--- src/rtl/core/rtpjb_pkg.sv ---
// shared types, constants and codes for the rtp jitter buffer
package rtpjb_pkg;

    localparam int DEF_CAPACITY = 16;
    localparam int DEF_TAG_BITS = 16;

    localparam int STAMP_W     = 32;
    localparam int IN_TAG_W    = 16;
    localparam int NOW_W       = 32;
    localparam int KIND_W      = 3;
    localparam int STATUS_W    = 3;
    localparam int COUNT_OUT_W = 5;
    localparam int DELAY_W     = 16;
    localparam int RATE_W      = 20;
    localparam int CFG_IDX_W   = 2;
    localparam int CFG_DATA_W  = 20;

    localparam int IN_DATA_W  = 80;
    localparam int IN_USER_W  = 3;
    localparam int OUT_DATA_W = 64;
    localparam int OUT_USER_W = 4;

    localparam int MS_PER_S    = 1000;
    localparam int RESET_DELAY = 500;
    localparam int RESET_RATE  = 8000;

    // reciprocal of ms-per-second scaled by 2^38, exact for any 32-bit dividend
    localparam int                 RECIP_W  = 29;
    localparam int                 RECIP_SH = 38;
    localparam logic [RECIP_W-1:0] RECIP_MS = RECIP_W'(274877907);

    // playout scaling widths
    localparam int Q1_W  = STAMP_W + RECIP_W - RECIP_SH;
    localparam int REM_W = $clog2(MS_PER_S);
    localparam int PLO_W = REM_W + RATE_W;

    typedef enum logic [KIND_W-1:0] {
        KIND_ENQ     = 3'd0,
        KIND_DEQ     = 3'd1,
        KIND_EXPIRE  = 3'd2,
        KIND_CLEAR   = 3'd3,
        KIND_RESTART = 3'd4
    } t_kind;

    typedef enum logic [STATUS_W-1:0] {
        ST_OK       = 3'd0,
        ST_DUP      = 3'd1,
        ST_MUTED    = 3'd2,
        ST_FULL     = 3'd3,
        ST_NOTREADY = 3'd4,
        ST_EMPTY    = 3'd5,
        ST_DONE     = 3'd6
    } t_status;

    typedef enum logic [CFG_IDX_W-1:0] {
        CFG_DELAY = 2'd0,
        CFG_RATE  = 2'd1,
        CFG_MUTED = 2'd2
    } t_cfg_idx;

    typedef enum logic [1:0] {
        CELL_HOLD   = 2'd0,
        CELL_INSERT = 2'd1,
        CELL_POP    = 2'd2,
        CELL_CLEAR  = 2'd3
    } t_cell_op;

    typedef struct packed {
        logic               valid;
        logic [STAMP_W-1:0] stamp;
    } t_entry;

    typedef struct packed {
        t_cell_op           op;
        logic [STAMP_W-1:0] stamp;
    } t_cell_ctl;

endpackage

--- src/rtl/core/rtpjb_div.sv ---
// playout scaling: late ms times rate over ms-per-second, by reciprocal multiplies
module rtpjb_div (
    input  logic                          i_clk,
    input  logic                          i_rst_n,
    input  logic                          i_start,
    input  logic [rtpjb_pkg::STAMP_W-1:0] i_diff,
    input  logic [rtpjb_pkg::RATE_W-1:0]  i_rate,
    output logic                          o_done,
    output logic [rtpjb_pkg::STAMP_W-1:0] o_ticks
);
    import rtpjb_pkg::*;

    localparam int DONE_LAT = 5;
    localparam int PROD1_W  = STAMP_W + RECIP_W;
    localparam int PROD2_W  = PLO_W + RECIP_W;

    logic [DONE_LAT-1:0] r_vld, n_vld;
    logic [STAMP_W-1:0]  r_diff;
    logic [RATE_W-1:0]   r_rate;
    logic [Q1_W-1:0]     r_q1;
    logic [REM_W-1:0]    r_r1;
    logic [STAMP_W-1:0]  r_phi;
    logic [PLO_W-1:0]    r_plo;
    logic [STAMP_W-1:0]  r_ticks;

    logic [PROD1_W-1:0]  w_q1_full;
    logic [STAMP_W-1:0]  w_q1_k;
    logic [PROD2_W-1:0]  w_q2_full;

    // diff = q1 * 1000 + r1, so diff * rate / 1000 = q1 * rate + r1 * rate / 1000
    assign w_q1_full = PROD1_W'(r_diff) * PROD1_W'(RECIP_MS);
    assign w_q1_k    = STAMP_W'(r_q1) * STAMP_W'(MS_PER_S);
    assign w_q2_full = PROD2_W'(r_plo) * PROD2_W'(RECIP_MS);

    assign n_vld = {r_vld[DONE_LAT-2:0], i_start};

    always_ff @(posedge i_clk) begin
        if (!i_rst_n) begin
            r_vld <= '0;
        end else begin
            r_vld <= n_vld;
        end
    end

    always_ff @(posedge i_clk) begin
        if (i_start) begin
            r_diff <= i_diff;
            r_rate <= i_rate;
        end
        r_q1    <= w_q1_full[PROD1_W-1:RECIP_SH];
        r_r1    <= REM_W'(r_diff - w_q1_k);
        r_phi   <= STAMP_W'(r_q1) * STAMP_W'(r_rate);
        r_plo   <= PLO_W'(r_r1) * PLO_W'(r_rate);
        r_ticks <= r_phi + STAMP_W'(w_q2_full[PROD2_W-1:RECIP_SH]);
    end

    assign o_done  = r_vld[DONE_LAT-1];
    assign o_ticks = r_ticks;

endmodule

--- config.mk ---
export PLATFORM = sky130hd
export DESIGN_NAME = rtpjb_div
export DESIGN_NICKNAME = d
export VERILOG_FILES = /design/src/rtl/core/rtpjb_pkg.sv /design/src/rtl/core/rtpjb_div.sv
export SDC_FILE = /design/constraint.sdc
export NUM_CORES = 2
export LEC_CHECK = 0
export ABC_AREA = 0
export ABC_CLOCK_PERIOD_IN_PS = 9060
export BUFFER_PORTS_ARGS = -buffer_cell sky130_fd_sc_hd__clkbuf_2
export CAP_MARGIN = 5
export CORE_MARGIN = 2
export CORE_UTILIZATION = 55
export CTS_CLUSTER_SIZE = 40
export DETAILED_ROUTE_END_ITERATION = 12
export PLACE_DENSITY = 0.83
export RECOVER_POWER = 50
export REMOVE_ABC_BUFFERS = 1
export SETUP_SLACK_MARGIN = 0.5
export SYNTH_ARGS = -nofsm -noshare
export SYNTH_HDL_FRONTEND = slang
export SYNTH_SLANG_ARGS = --single-unit
--- constraint.sdc ---
create_clock -name i_clk -period 9.06 [get_ports i_clk]
set_input_delay 1.812 -clock i_clk [delete_from_list [all_inputs] [get_ports i_clk]]
set_output_delay 1.812 -clock i_clk [all_outputs]
set_load 0.05 [all_outputs]
**Yosys cells after proc, flatten, opt, wreduce, memory -nomap -nowiden**

Index checks and enable logic that the tools add are counted.

- Bits in registers: 184
- Input bits: 55
- Output and inout bits: 33

- $add $sub $neg: 2
- Multipliers: 5

Operators with widths:

| kind | count |
|---|---|
| multiplier 32 x 29 -> 61 bit (second input constant) | 1 |
| multiplier 30 x 29 -> 59 bit (second input constant) | 1 |
| adder 32 x 21 -> 32 bit | 1 |
| multiplier 23 x 20 -> 32 bit | 1 |
| multiplier 10 x 20 -> 30 bit | 1 |
| multiplier 23 x 7 -> 7 bit (second input constant) | 1 |
| subtractor 10 bit | 1 |

**Longest topological paths before layout**

- Word-level depth: 2
- Mapped depth: 38

**Worst setup path before layout**

No wires, ideal clock.

- Kind: register to register
- Start point: reg r_plo[8]
- End point: reg r_ticks[31] (netlist: o_ticks[31])
- Setup time: 0.072 ns
- Data arrival time: 8.409 ns
- Required time: 8.988 ns
- Path slack: 0.578 ns
- Cell stages (with the launch flop): 35
- Period minus slack after synthesis: 8.482 ns
- Cells stage by stage: dfxtp_1 ha_1 fa_1 fa_1 inv_1 fa_1 inv_1 fa_1 inv_1 fa_1 inv_1 fa_1 inv_1 fa_1 inv_1 ha_1 nand4_1 a21oi_1 a221oi_1 o41ai_1 o221ai_1 o21ai_0 nor2_1 xnor2_1 ha_1 nor2b_1 a311o_1 a311oi_1 o21a_1 a21oi_1 o211a_1 o21a_1 o21a_1 nand4_1 xnor2_1

- Longest elaborated chain between the ends: 2

Ends and longest elaborated chain:

| item | line | source |
|---|---|---|
| from (decl) | rtpjb_div.sv:23 | `logic [PLO_W-1:0] r_plo;` |
| from (signal assigned) | rtpjb_div.sv:53 | `r_plo <= PLO_W'(r_r1) * PLO_W'(r_rate);` |
| multiplier 30 x 29 -> 59 bit | rtpjb_div.sv:33 | `assign w_q2_full = PROD2_W'(r_plo) * PROD2_W'(RECIP_MS);` |
| adder 32 x 21 -> 32 bit | rtpjb_div.sv:54 | `r_ticks <= r_phi + STAMP_W'(w_q2_full[PROD2_W-1:RECIP_SH]);` |
| to (signal assigned) | rtpjb_div.sv:54 |  |
| to (decl) | rtpjb_div.sv:24 | `logic [STAMP_W-1:0] r_ticks;` |

No other way between the ends.
A chain may end at the register's enable or synchronous reset.

**Worst setup path in the final report**

- Start point: reg r_plo[18]
- End point: reg r_ticks[30] (netlist: o_ticks[30])

Same word-level chain as after synthesis.

==> results by group <==
Worst setup path
  • Worst EP arrival: a little over 9 ns
  • Worst endpoint required time: roughly 9.5 ns
  • Crit-path max FO: 6
  • Crit Path Category: reg -> reg
  • Slowest-stage cell, CP: fa_1
  • Setup crit end kind: flop
  • CP max stage delay: 0.53 ns
  • CP startpoint kind: flop

Clock tree
  • CTS Sinks: between 150 and 200
  • Worst-Skew Late Latency: around 0.53 ns
  • CTS tree: done
  • Total CTS buffers: 17
  • Root Buffer: clkbuf_16
  • Clock transition at path regs: 0.08 ns
  • Htree depth: 4
  • Clk buf depth: 2

Placement
  • DPL Wire Length: 105 mm
  • Buffers on Ports: just under 90
  • DP Cell Count: 6,380
  • Worst slack at placement: -0.231 ns
  • Placer Congestion: about 0.95

Global route
  • Pin count of the biggest net entering global routing: between 50 and 60
  • First-pass GRT wire length: 204 mm
  • Total grt overflow: 0
  • GRT Total Usage: between 20% and 30%
  • Vias in the first global route: 39,400
  • Initial antenna violation count: 1

Synthesis
  • Seq/Total Area, Yosys: just over 8%
  • Post-synthesis async set-or-reset flop share: 0%
  • Post-synth EDFFs: 52
  • Synth top area share: ~41%
  • Synthesized flop and latch total: approximately 180
  • Avg Cell Area, Syn: slightly below 10 sq um
  • Ys Warns: 0
  • Largest cells by area after synthesis: fa_1, ha_1, inv_1, dfxtp_1, nand2_1
  • Area leader, netlist: fa_1
  • Synth cell count leaders: inv_1, fa_1, ha_1, nand2_1, and2_1
  • Synth cell types: 63
  • Netlist Area Pre-Place: between 50,000 and 60,000 sq um
  • Most numerous cell in the Yosys netlist: inv_1
  • Ys flop type: dfxtp_1
  • Mapped Cells: roughly 5,100

Layout
  • Antenna Cells: 0
  • Fill count: 7,244
  • Final Core Density: 59.6%
  • NumNets Final: 7,298
  • Ratio of cells with drive above 1 in the final layout: ~7.2%
  • Sequential Area: 4270 sq um
  • Post-route insts no fill: between 6,000 and 7,000
  • Area of the multi-input gates: 41,400 sq um
  • P&R area growth vs syn: 7.73%

Timing
  • Skew final: ~0.023 ns
  • Final setup viols: 0
  • Top achievable clock speed: 113 MHz
  • Slew HR: -128%
  • Final hold viol count: 0
  • Final Cycle Share: 97.3%
  • Fin. max-slew vios: 54
  • Least-Margin Pin Slew: around 3.4 ns
  • Min cycle time layout: 8.81 ns
  • RSZ-0062 raised after global routing: yes
  • Final WS setup: ~0.25 ns

Die
  • Ports: a little under 90
  • Core box area: between 90,000 and 100,000 sq um
  • Starting density of the core: between 50% and 60%
  • Die Wd: 307 um
  • Die H: slightly above 300 um
  • Row count: roughly 110
  • Die area: 94,600 sq um

Routing
  • DRC: 0
  • Detailed Route Iter0 Violations: about 2,200
  • Post-detailed-route count of antenna-violating nets: 0
  • DRT Pass-1 Iters: 5
  • Vias post-DR: 35,000
  • WL per Instance: 19.4 um
  • DR vias/cell: approximately 5.4
  • Final WL: approximately 130 mm

Run
  • Max-cap viol count: 1

Min path
  • Min-Delay Path Class: reg -> reg

Status
  • Status: finished, violations left
  • Violated checks: capacitance limit, slew limit
sequential cells by signal, indices dropped and copies added (netlist names):
signal	cells
r_rate	20
r_phi	32
r_diff	32
o_ticks	32
r_r1	10
r_plo	30
r_vld	5
r_q1	23
placed cells by master, fill, tap and decap left out, types with 14 or more instances in the layout:
master and n:
o21ai_0 60, inv_1 1414, and2_1 214, xor2_1 45, and3_1 14, nand4_1 15, o21a_1 23, o21bai_1 14
clkbuf_1 18, dfxtp_1 108, clkbuf_2 71, a211oi_1 14, ha_4 29, buf_4 130, nand2_1 448, xnor2_1 103
a21oi_1 94, a21o_1 68, clkbuf_16 17, nor2_1 76, nand2b_1 15, ha_1 930, nand3_1 19, fa_2 18
fa_1 1025, nor2b_1 24, edfxtp_1 52
kinds of logic after synthesis:
kind of cell / share of synthesized area [%]
simple gates: 8.02
buf+inv: 11.3
fa+ha+maj: 65.0
xor+xnor: 2.61
compound gates: 4.75
flops: 8.30
area by class of cell:
| class | count | area share, % |
|---|---|---|
| sequential | 184 | 7.82 |
| tap | 1186 | 2.72 |
| multi-input combinational | 3392 | 75.8 |
| timing repair buffer | 226 | 2.73 |
| inverter | 1417 | 9.75 |
| clock inverter | 15 | 0.399 |
| clock buffer | 17 | 0.779 |
repair_timing:
item | CTS | global route
resized for setup | 106 | 49
hold buffers | 0 | 0
setup buffers | 15 | 10
pin swaps | 45 | 50
endpoints found under the setup margin | 16 | 16
metal layers:
layer | vias up | routed length, um | track usage, %
met5 | - | 0 | 0
met4 | 0 | 5480 | 12.0
met3 | 334 | 7850 | 4.03
met2 | 1242 | 60700 | 46.9
met1 | 17700 | 51000 | 35.6
li1 | 15700 | - | -
worst max-delay path, delay by kind of cell, from the launching register on:
family / cells / cell delay (ns)
adder cells (fa/ha/maj): 10 / 4.20
XOR/XNOR: 2 / 0.35
flip-flops: 1 / 0.44
AND/OR/NAND/NOR: 3 / 0.21
AO/OA/AOI/OAI: 11 / 2.38
buffers and inverters: 11 / 1.14
path summary, 6_finish.rpt:
check / start / to / slack [ns] / depth (start not counted)
worst max-delay path: r_plo[18]$_DFF_P_ / o_ticks[30]$_DFF_P_ / 0.25 / 37
worst min-delay path: r_vld[3]$_SDFF_PN0_ / r_vld[4]$_SDFF_PN0_ / 0.44 / 1
worst max register to register: r_plo[18]$_DFF_P_ / o_ticks[30]$_DFF_P_ / 0.25 / 37
worst min register to register: r_vld[3]$_SDFF_PN0_ / r_vld[4]$_SDFF_PN0_ / 0.44 / 1
metrics by stage:
stage                     hold WS (ns)  instance area [sq um]  setup TNS [ns]
after global placement           0.424                  53000          -0.308
final                            0.445                  54600               0
after global routing             0.461                  54600               0
after detailed placement         0.412                  53000           -1.93
after CTS                        0.447                  54300               0
after floorplan                  0.406                  50200               0
Power is left out: the tool's default activity adds up to more than one toggle a clock period on the data nets, which glitch-free logic cannot reach.
