`src/rtl/core/rtpjb_pkg.sv`:
```
// shared types, constants and codes for the rtp jitter buffer
package rtpjb_pkg;

    localparam int DEF_CAPACITY = 16;
    localparam int DEF_TAG_BITS = 16;

    localparam int STAMP_W     = 32;
    localparam int IN_TAG_W    = 16;
    localparam int NOW_W       = 32;
    localparam int KIND_W      = 3;
    localparam int STATUS_W    = 3;
    localparam int COUNT_OUT_W = 5;
    localparam int DELAY_W     = 16;
    localparam int RATE_W      = 20;
    localparam int CFG_IDX_W   = 2;
    localparam int CFG_DATA_W  = 20;

    localparam int IN_DATA_W  = 80;
    localparam int IN_USER_W  = 3;
    localparam int OUT_DATA_W = 64;
    localparam int OUT_USER_W = 4;

    localparam int MS_PER_S    = 1000;
    localparam int RESET_DELAY = 500;
    localparam int RESET_RATE  = 8000;

    // reciprocal of ms-per-second scaled by 2^38, exact for any 32-bit dividend
    localparam int                 RECIP_W  = 29;
    localparam int                 RECIP_SH = 38;
    localparam logic [RECIP_W-1:0] RECIP_MS = RECIP_W'(274877907);

    // playout scaling widths
    localparam int Q1_W  = STAMP_W + RECIP_W - RECIP_SH;
    localparam int REM_W = $clog2(MS_PER_S);
    localparam int PLO_W = REM_W + RATE_W;

    typedef enum logic [KIND_W-1:0] {
        KIND_ENQ     = 3'd0,
        KIND_DEQ     = 3'd1,
        KIND_EXPIRE  = 3'd2,
        KIND_CLEAR   = 3'd3,
        KIND_RESTART = 3'd4
    } t_kind;

    typedef enum logic [STATUS_W-1:0] {
        ST_OK       = 3'd0,
        ST_DUP      = 3'd1,
        ST_MUTED    = 3'd2,
        ST_FULL     = 3'd3,
        ST_NOTREADY = 3'd4,
        ST_EMPTY    = 3'd5,
        ST_DONE     = 3'd6
    } t_status;

    typedef enum logic [CFG_IDX_W-1:0] {
        CFG_DELAY = 2'd0,
        CFG_RATE  = 2'd1,
        CFG_MUTED = 2'd2
    } t_cfg_idx;

    typedef enum logic [1:0] {
        CELL_HOLD   = 2'd0,
        CELL_INSERT = 2'd1,
        CELL_POP    = 2'd2,
        CELL_CLEAR  = 2'd3
    } t_cell_op;

    typedef struct packed {
        logic               valid;
        logic [STAMP_W-1:0] stamp;
    } t_entry;

    typedef struct packed {
        t_cell_op           op;
        logic [STAMP_W-1:0] stamp;
    } t_cell_ctl;

endpackage

```
`src/rtl/core/rtpjb_cell.sv`:
```
// one slot of the sorted chain: holds a stamp and a tag, shifts to its neighbors
module rtpjb_cell #(
    parameter int TAG_BITS = rtpjb_pkg::DEF_TAG_BITS
) (
    input  logic                 i_clk,
    input  logic                 i_rst_n,
    input  rtpjb_pkg::t_cell_ctl i_ctl,
    input  logic [TAG_BITS-1:0]  i_new_tag,
    input  rtpjb_pkg::t_entry    i_left,
    input  logic [TAG_BITS-1:0]  i_left_tag,
    input  logic                 i_left_lt,
    input  rtpjb_pkg::t_entry    i_right,
    input  logic [TAG_BITS-1:0]  i_right_tag,
    output rtpjb_pkg::t_entry    o_entry,
    output logic [TAG_BITS-1:0]  o_tag,
    output logic                 o_lt,
    output logic                 o_eq
);
    import rtpjb_pkg::*;

    logic               r_valid, n_valid;
    logic [STAMP_W-1:0] r_stamp, n_stamp;
    logic [TAG_BITS-1:0] r_tag, n_tag;

    assign o_lt          = r_valid && (r_stamp < i_ctl.stamp);
    assign o_eq          = r_valid && (r_stamp == i_ctl.stamp);
    assign o_entry.valid = r_valid;
    assign o_entry.stamp = r_stamp;
    assign o_tag         = r_tag;

    always_comb begin
        n_valid = r_valid;
        n_stamp = r_stamp;
        n_tag   = r_tag;
        unique case (i_ctl.op)
            CELL_HOLD: begin
            end
            CELL_INSERT: begin
                if (!o_lt) begin
                    if (i_left_lt) begin
                        n_valid = 1'b1;
                        n_stamp = i_ctl.stamp;
                        n_tag   = i_new_tag;
                    end else begin
                        n_valid = i_left.valid;
                        n_stamp = i_left.stamp;
                        n_tag   = i_left_tag;
                    end
                end
            end
            CELL_POP: begin
                n_valid = i_right.valid;
                n_stamp = i_right.stamp;
                n_tag   = i_right_tag;
            end
            CELL_CLEAR: begin
                n_valid = 1'b0;
            end
        endcase
    end

    always_ff @(posedge i_clk) begin
        if (!i_rst_n) begin
            r_valid <= 1'b0;
        end else begin
            r_valid <= n_valid;
        end
    end

    always_ff @(posedge i_clk) begin
        r_stamp <= n_stamp;
        r_tag   <= n_tag;
    end

endmodule

```
`config.mk`:
```
export PLATFORM = sky130hd
export DESIGN_NAME = rtpjb_cell
export DESIGN_NICKNAME = d
export VERILOG_FILES = /design/src/rtl/core/rtpjb_pkg.sv /design/src/rtl/core/rtpjb_cell.sv
export SDC_FILE = /design/constraint.sdc
export NUM_CORES = 1
export LEC_CHECK = 0
export BUFFER_PORTS_ARGS = -buffer_cell sky130_fd_sc_hd__buf_2
export CELL_PAD_IN_SITES_DETAIL_PLACEMENT = 1
export CELL_PAD_IN_SITES_GLOBAL_PLACEMENT = 2
export CORE_UTILIZATION = 24
export CTS_CLUSTER_DIAMETER = 30
export DETAILED_ROUTE_END_ITERATION = 7
export PLACE_DENSITY_LB_ADDON = 0.1
export SKIP_LAST_GASP = 1
export SYNTH_ARGS = -nofsm -noshare
export SYNTH_HDL_FRONTEND = slang
export SYNTH_SLANG_ARGS = --single-unit
```
`constraint.sdc`:
```
create_clock -name i_clk -period 5.2 [get_ports i_clk]
set_clock_uncertainty 0.1 [all_clocks]
set_input_delay 0.52 -clock i_clk [delete_from_list [all_inputs] [get_ports i_clk]]
set_output_delay 0.52 -clock i_clk [all_outputs]
set_load 0.1 [all_outputs]
```
# ---- Yosys cells after proc, flatten, opt, wreduce, memory -nomap -nowiden
# Index checks and enable logic that the tools add are counted.
dict set report op_classes {
  n_addsub 0
  multipliers 0
  div 0
  n_lt_le_gt_ge 1
  n_eq_ne 5
  shifts 0
  muxes 9
  n_bitwise 0
  reduce_logical 6
}
# operator count
set op_table {}
lappend op_table {{two-way mux 32 bit} 2}
lappend op_table {{case mux 32 bit (2 select lines)} 1}
lappend op_table {{equality test 32 bit} 1}
lappend op_table {{less-than comparator 32 bit} 1}
lappend op_table {{two-way mux 16 bit} 2}
lappend op_table {{case mux 16 bit (2 select lines)} 1}
lappend op_table {{equality test 2 bit, second input constant} 2}
lappend op_table {{AND reduction 2 bit} 2}
lappend op_table {{case mux 1 bit (3 select lines)} 1}
lappend op_table {{nonzero test 3 bit} 1}
lappend op_table {{equality test 2 x 1 -> 1 bit, second input constant} 1}
lappend op_table {{logical AND 1 bit} 2}
lappend op_table {{two-way mux 1 bit} 2}
lappend op_table {{!= test 2 bit, second input constant} 1}
lappend op_table {{nonzero test 2 bit} 1}
dict set report word_totals {
  reg_bits 49
  latch_bits 0
  ramBits 0
  romBits 0
  out_inout_bits 51
  elab_cells 24
  mem_count 0
}

# ---- Depth between registers and ports, before layout
dict set report depth {
  depth_word 4
  depth_mapped 8
  ltp_nobuf 8
}

# ---- Least setup slack after synthesis
# OpenSTA, ideal clock, no wires.
dict set report synth_path {
  kind {reg2reg}
  start {reg r_stamp[26]}
  end {reg r_tag[0], in the netlist o_tag[0] (enable)}
  setup_time_ps 464
  t_arrival_ps 4559
  slack_ps 78
  path_stages_with_launch 8
  period_less_slack_ps 5122
  cell_sequence {edfxtp_1 > ha_1 > nand4_1 > nor3_4 > nand2_8 > a31oi_2 > nor2_2 > o21bai_1}
}
dict set report synth_via {
  elab_chain_len 4
}
# item line_no
set synth_lines {}
lappend synth_lines {{start: declaration} rtpjb_cell.sv:22} ;# logic [STAMP_W-1:0] r_stamp, n_stamp;
lappend synth_lines {{start signal: assignment} rtpjb_cell.sv:71} ;# r_stamp <= n_stamp;
lappend synth_lines {{less-than comparator 32 bit} rtpjb_cell.sv:25} ;# assign o_lt = r_valid && (r_stamp < i_ctl.stamp);
lappend synth_lines {{logical AND 1 bit} rtpjb_cell.sv:25}
lappend synth_lines {{named net o_lt} rtpjb_cell.sv:16} ;# output logic o_lt,
lappend synth_lines {{!= test 2 bit (no source line)} --}
lappend synth_lines {{AND reduction 2 bit (no source line)} --}
lappend synth_lines {{end signal: assignment} rtpjb_cell.sv:72} ;# r_tag <= n_tag;
lappend synth_lines {{end: declaration} rtpjb_cell.sv:23} ;# logic [TAG_BITS-1:0] r_tag, n_tag;
# The timed path passes the listed nets, and every way through them passes these cells.
# A chain may end at the register's enable or synchronous reset.

# ---- Worst setup path after layout
dict set report layout_path {
  start {reg r_stamp[26]}
  end {out o_lt}
}
dict set report layout_via {
  elab_chain_len 2
}
# item line_no
set layout_lines {}
lappend layout_lines {{less-than comparator 32 bit} rtpjb_cell.sv:25}
lappend layout_lines {{logical AND 1 bit} rtpjb_cell.sv:25}
lappend layout_lines {{end: declaration} rtpjb_cell.sv:16}
# No other way between the ends.

==> impl_results.md <==
* Outcome: completed
* Skew-Pair Late Insertion Delay at just under 0.3 ns
* Worst EP required at approximately 4.6 ns
* Worst Reg-to-Reg Cells at 8
* PortBufs at between 200 and 250
* Vias at ~3100
* Min-delay worst type: input port to register
* HP Start: i_right_tag[11]
* Die area at about 0.015 mm2
* Synth top area share at a little over two fifths
* Maximum clock frequency at between 300 and 400 MHz
* Sw Pwr at 0.550 mW
* CP Launch Type: register
* # rows at 43
* Final min period at 3.11 ns
* Initial antenna violation count at 0
* Post-synth EDFFs at 48
* GR Overflow Total at 0
* Leak at 2.38 nW
* MaxCap Viol Count at 0
* DRC viols at 0
* Critical path arrival at between 2 and 2.5 ns
* # diodes at 0
* First-pass DRT Iterations at 6
* Most common flop cell mapped by yosys: edfxtp_1
* Tcrit/Tclk final at ~60%
* Slew @ Worst Pin at ~0.94 ns
* TritonCTS clock tree: built
* Kind of critical path: register to primary output
* Clock network power share at between 20% and 30%
* Final Hold Fails at 0
* Global-route wire length before repair at roughly 16 mm
* Final setup viols at 0
* Top post-synthesis cells by count: 59 x nand2_1, 52 x o21ai_1, 49 x mux2i_1
* Yosys warning total at 0
* Ports at about 200
* Starting density of the core at ~25%
* Antenna Violating Nets Remaining at 0
* Internal Power at 0.837 mW
* Pwr Density at 291 mW/mm2
* Syn Area/Cell at between 9 and 10 um2
* TNS Setup at 0 ns
* Post-DR wirelength/cell at 14.7 um
* Yosys top cell by area: edfxtp_1
* Worst ir drop on vdd at around 0.12 mV
* Synth async-reset ratio at 0%
* Worst hold slack at roughly 0.40 ns
* Synth-to-layout area growth at 40.1%
* CTS resizes at 0
* Combinational Power Share at approximately 37%
* FF-to-FF End: o_tag[4]
* Setup bufs post-CTS at 0
* Number of global-route vias before repair at approximately 3200
* Hold depth at 3
* Crit path max fanout at 3
* Top-count cell post-synth: nand2_1
* Cell area after synthesis at approximately 0.0034 mm2
* Hold worst-path end: o_tag[11]
* Final HPWL DP at 8.56 mm
* Die height at about 120 um
* CP Capture Type: primary output
* Clk sinks at between 40 and 50
* Final core utilization at approximately a third
* RSZ-0062 raised after global routing: false
* Sequential-to-total area share from yosys stat at a little over two fifths
* 1st-iter DRT viols at between 70 and 80
* Relative slew margins at between 30% and 40%
* Via/cell ratio at 4.35
* Syn_nets at approximately 530
* Yosys reg bits at between 40 and 50
* Sequential group share of total power at 35.8%
* Fin. max-slew vios at 0
* Worst R2R Setup Slack at approximately 2.3 ns
* Worst r2r src: r_stamp[14]
* DIE WIDTH at between 100 and 150 um
* Largest net degree at the start of global routing at 61
* Routed WL at between 10 and 15 mm
* Post-CTS Hold Fix Bufs at 0
* GPL Wtd Cong at between 0.7 and 0.8
* Synth top area cells: edfxtp_1 42%, mux2i_1 14%, ha_1 12%
* Root buffer cell: clkbuf_16
* Overall global routing resource usage at between 10% and 20%
* Maximum root-to-sink buffer count at 2
* Yosys cell types at 37
* Share of layout cells above drive strength 1 at around two fifths
* Nets at 720
* Sw Ratio at 39.6%
* Clk pin slew, worst setup/hold paths at about 0.07 ns
* TritonCTS buffer count at 5
* CTS H-Tree Depth at 2
* Cells after Synth at approximately 340
* Core area at between 0.01 and 0.015 mm2
sequential cells by signal (all words and copies together) (netlist names):
signal and count:
r_stamp 32, r_valid 1, o_tag 16
power groups by stage:
stage / logic, mW / registers (mW) / clock network (mW)
after floorplan: 0.144 / 0.743 / 0
after global placement: 0.515 / 0.504 / 0
after detailed placement: 0.517 / 0.506 / 0
after CTS: 0.518 / 0.497 / 0.398
after global routing: 0.550 / 0.501 / 0.407
final: 0.510 / 0.496 / 0.382
area by class of cell:
| cell class | count | area [um2] |
|---|---|---|
| multi-input combinational | 240 | 1740 |
| tap | 180 | 225 |
| sequential | 49 | 1460 |
| inverter | 36 | 135 |
| fill | 1664 | 9060 |
| clock buffer | 6 | 129 |
| timing repair buffer | 205 | 1040 |
| clock inverter | 2 | 38.8 |
how the worst max path moves through the flow:
stage                 from           to
2_1_floorplan  r_stamp[26]     o_tag[0]
3_3_place_gp     i_ctl[14]  r_stamp[19]
3_5_place_dp     i_ctl[14]  r_stamp[23]
4_1_cts        r_stamp[26]         o_lt
5_1_grt        r_stamp[23]         o_lt
6_report       r_stamp[26]         o_lt
layout by cell type (no fill, tap or decap), types with 2 or more instances in the layout:
cell | Yosys | final
a21oi_1 | 14 | 14
o21ai_1 | 52 | 52
nor2_1 | 4 | 4
buf_4 | 1 | 4
inv_1 | 36 | 36
ha_1 | 32 | 32
mux2i_1 | 49 | 49
buf_2 | 2 | 201
clkbuf_16 | 0 | 5
nand2b_1 | 2 | 2
edfxtp_1 | 48 | 48
nand4_1 | 4 | 4
nand2_1 | 59 | 59
nand3_1 | 4 | 4
worst max-delay path, stage by stage (launching register included):
cell and delay, ns:
edfxtp_1 0.40, ha_1 0.32, nand4_1 0.21, inv_1 0.06, a221oi_1 0.34, o211ai_2 0.14
nor2_2 0.23, buf_2 0.48
cell families (layout without fill, tap and decap cells):
| logic type | count (synthesis) | after routing | share of synthesized area, % |
|---|---|---|---|
| flip-flops | 49 | 49 | 43.0 |
| buffers and inverters | 54 | 249 | 6.48 |
| multiplexers | 49 | 49 | 14.4 |
| adder cells (fa/ha/maj) | 32 | 32 | 11.8 |
| AND/OR/NAND/NOR | 84 | 84 | 11.9 |
| AO/OA/AOI/OAI | 75 | 75 | 12.4 |
per-stage QoR:
step / std cells / worst slack [ns] / power (mW) / cell area [um2]
final: 718 / 2.09 / 1.39 / 4760
after global routing: 718 / 1.94 / 1.46 / 4760
after CTS: 718 / 2.04 / 1.41 / 4760
after detailed placement: 710 / 1.95 / 1.02 / 4590
after global placement: 710 / 2.05 / 1.02 / 4590
after floorplan: 343 / 0.0775 / 0.886 / 3400
layer usage:
metal  global-route usage (%)  wire (um)
met1                     17.2       4540
met2                     25.5       5070
met3                     3.95        799
met4                     4.09        139
met5                        0          0
Power figures use the tool's default switching activity.
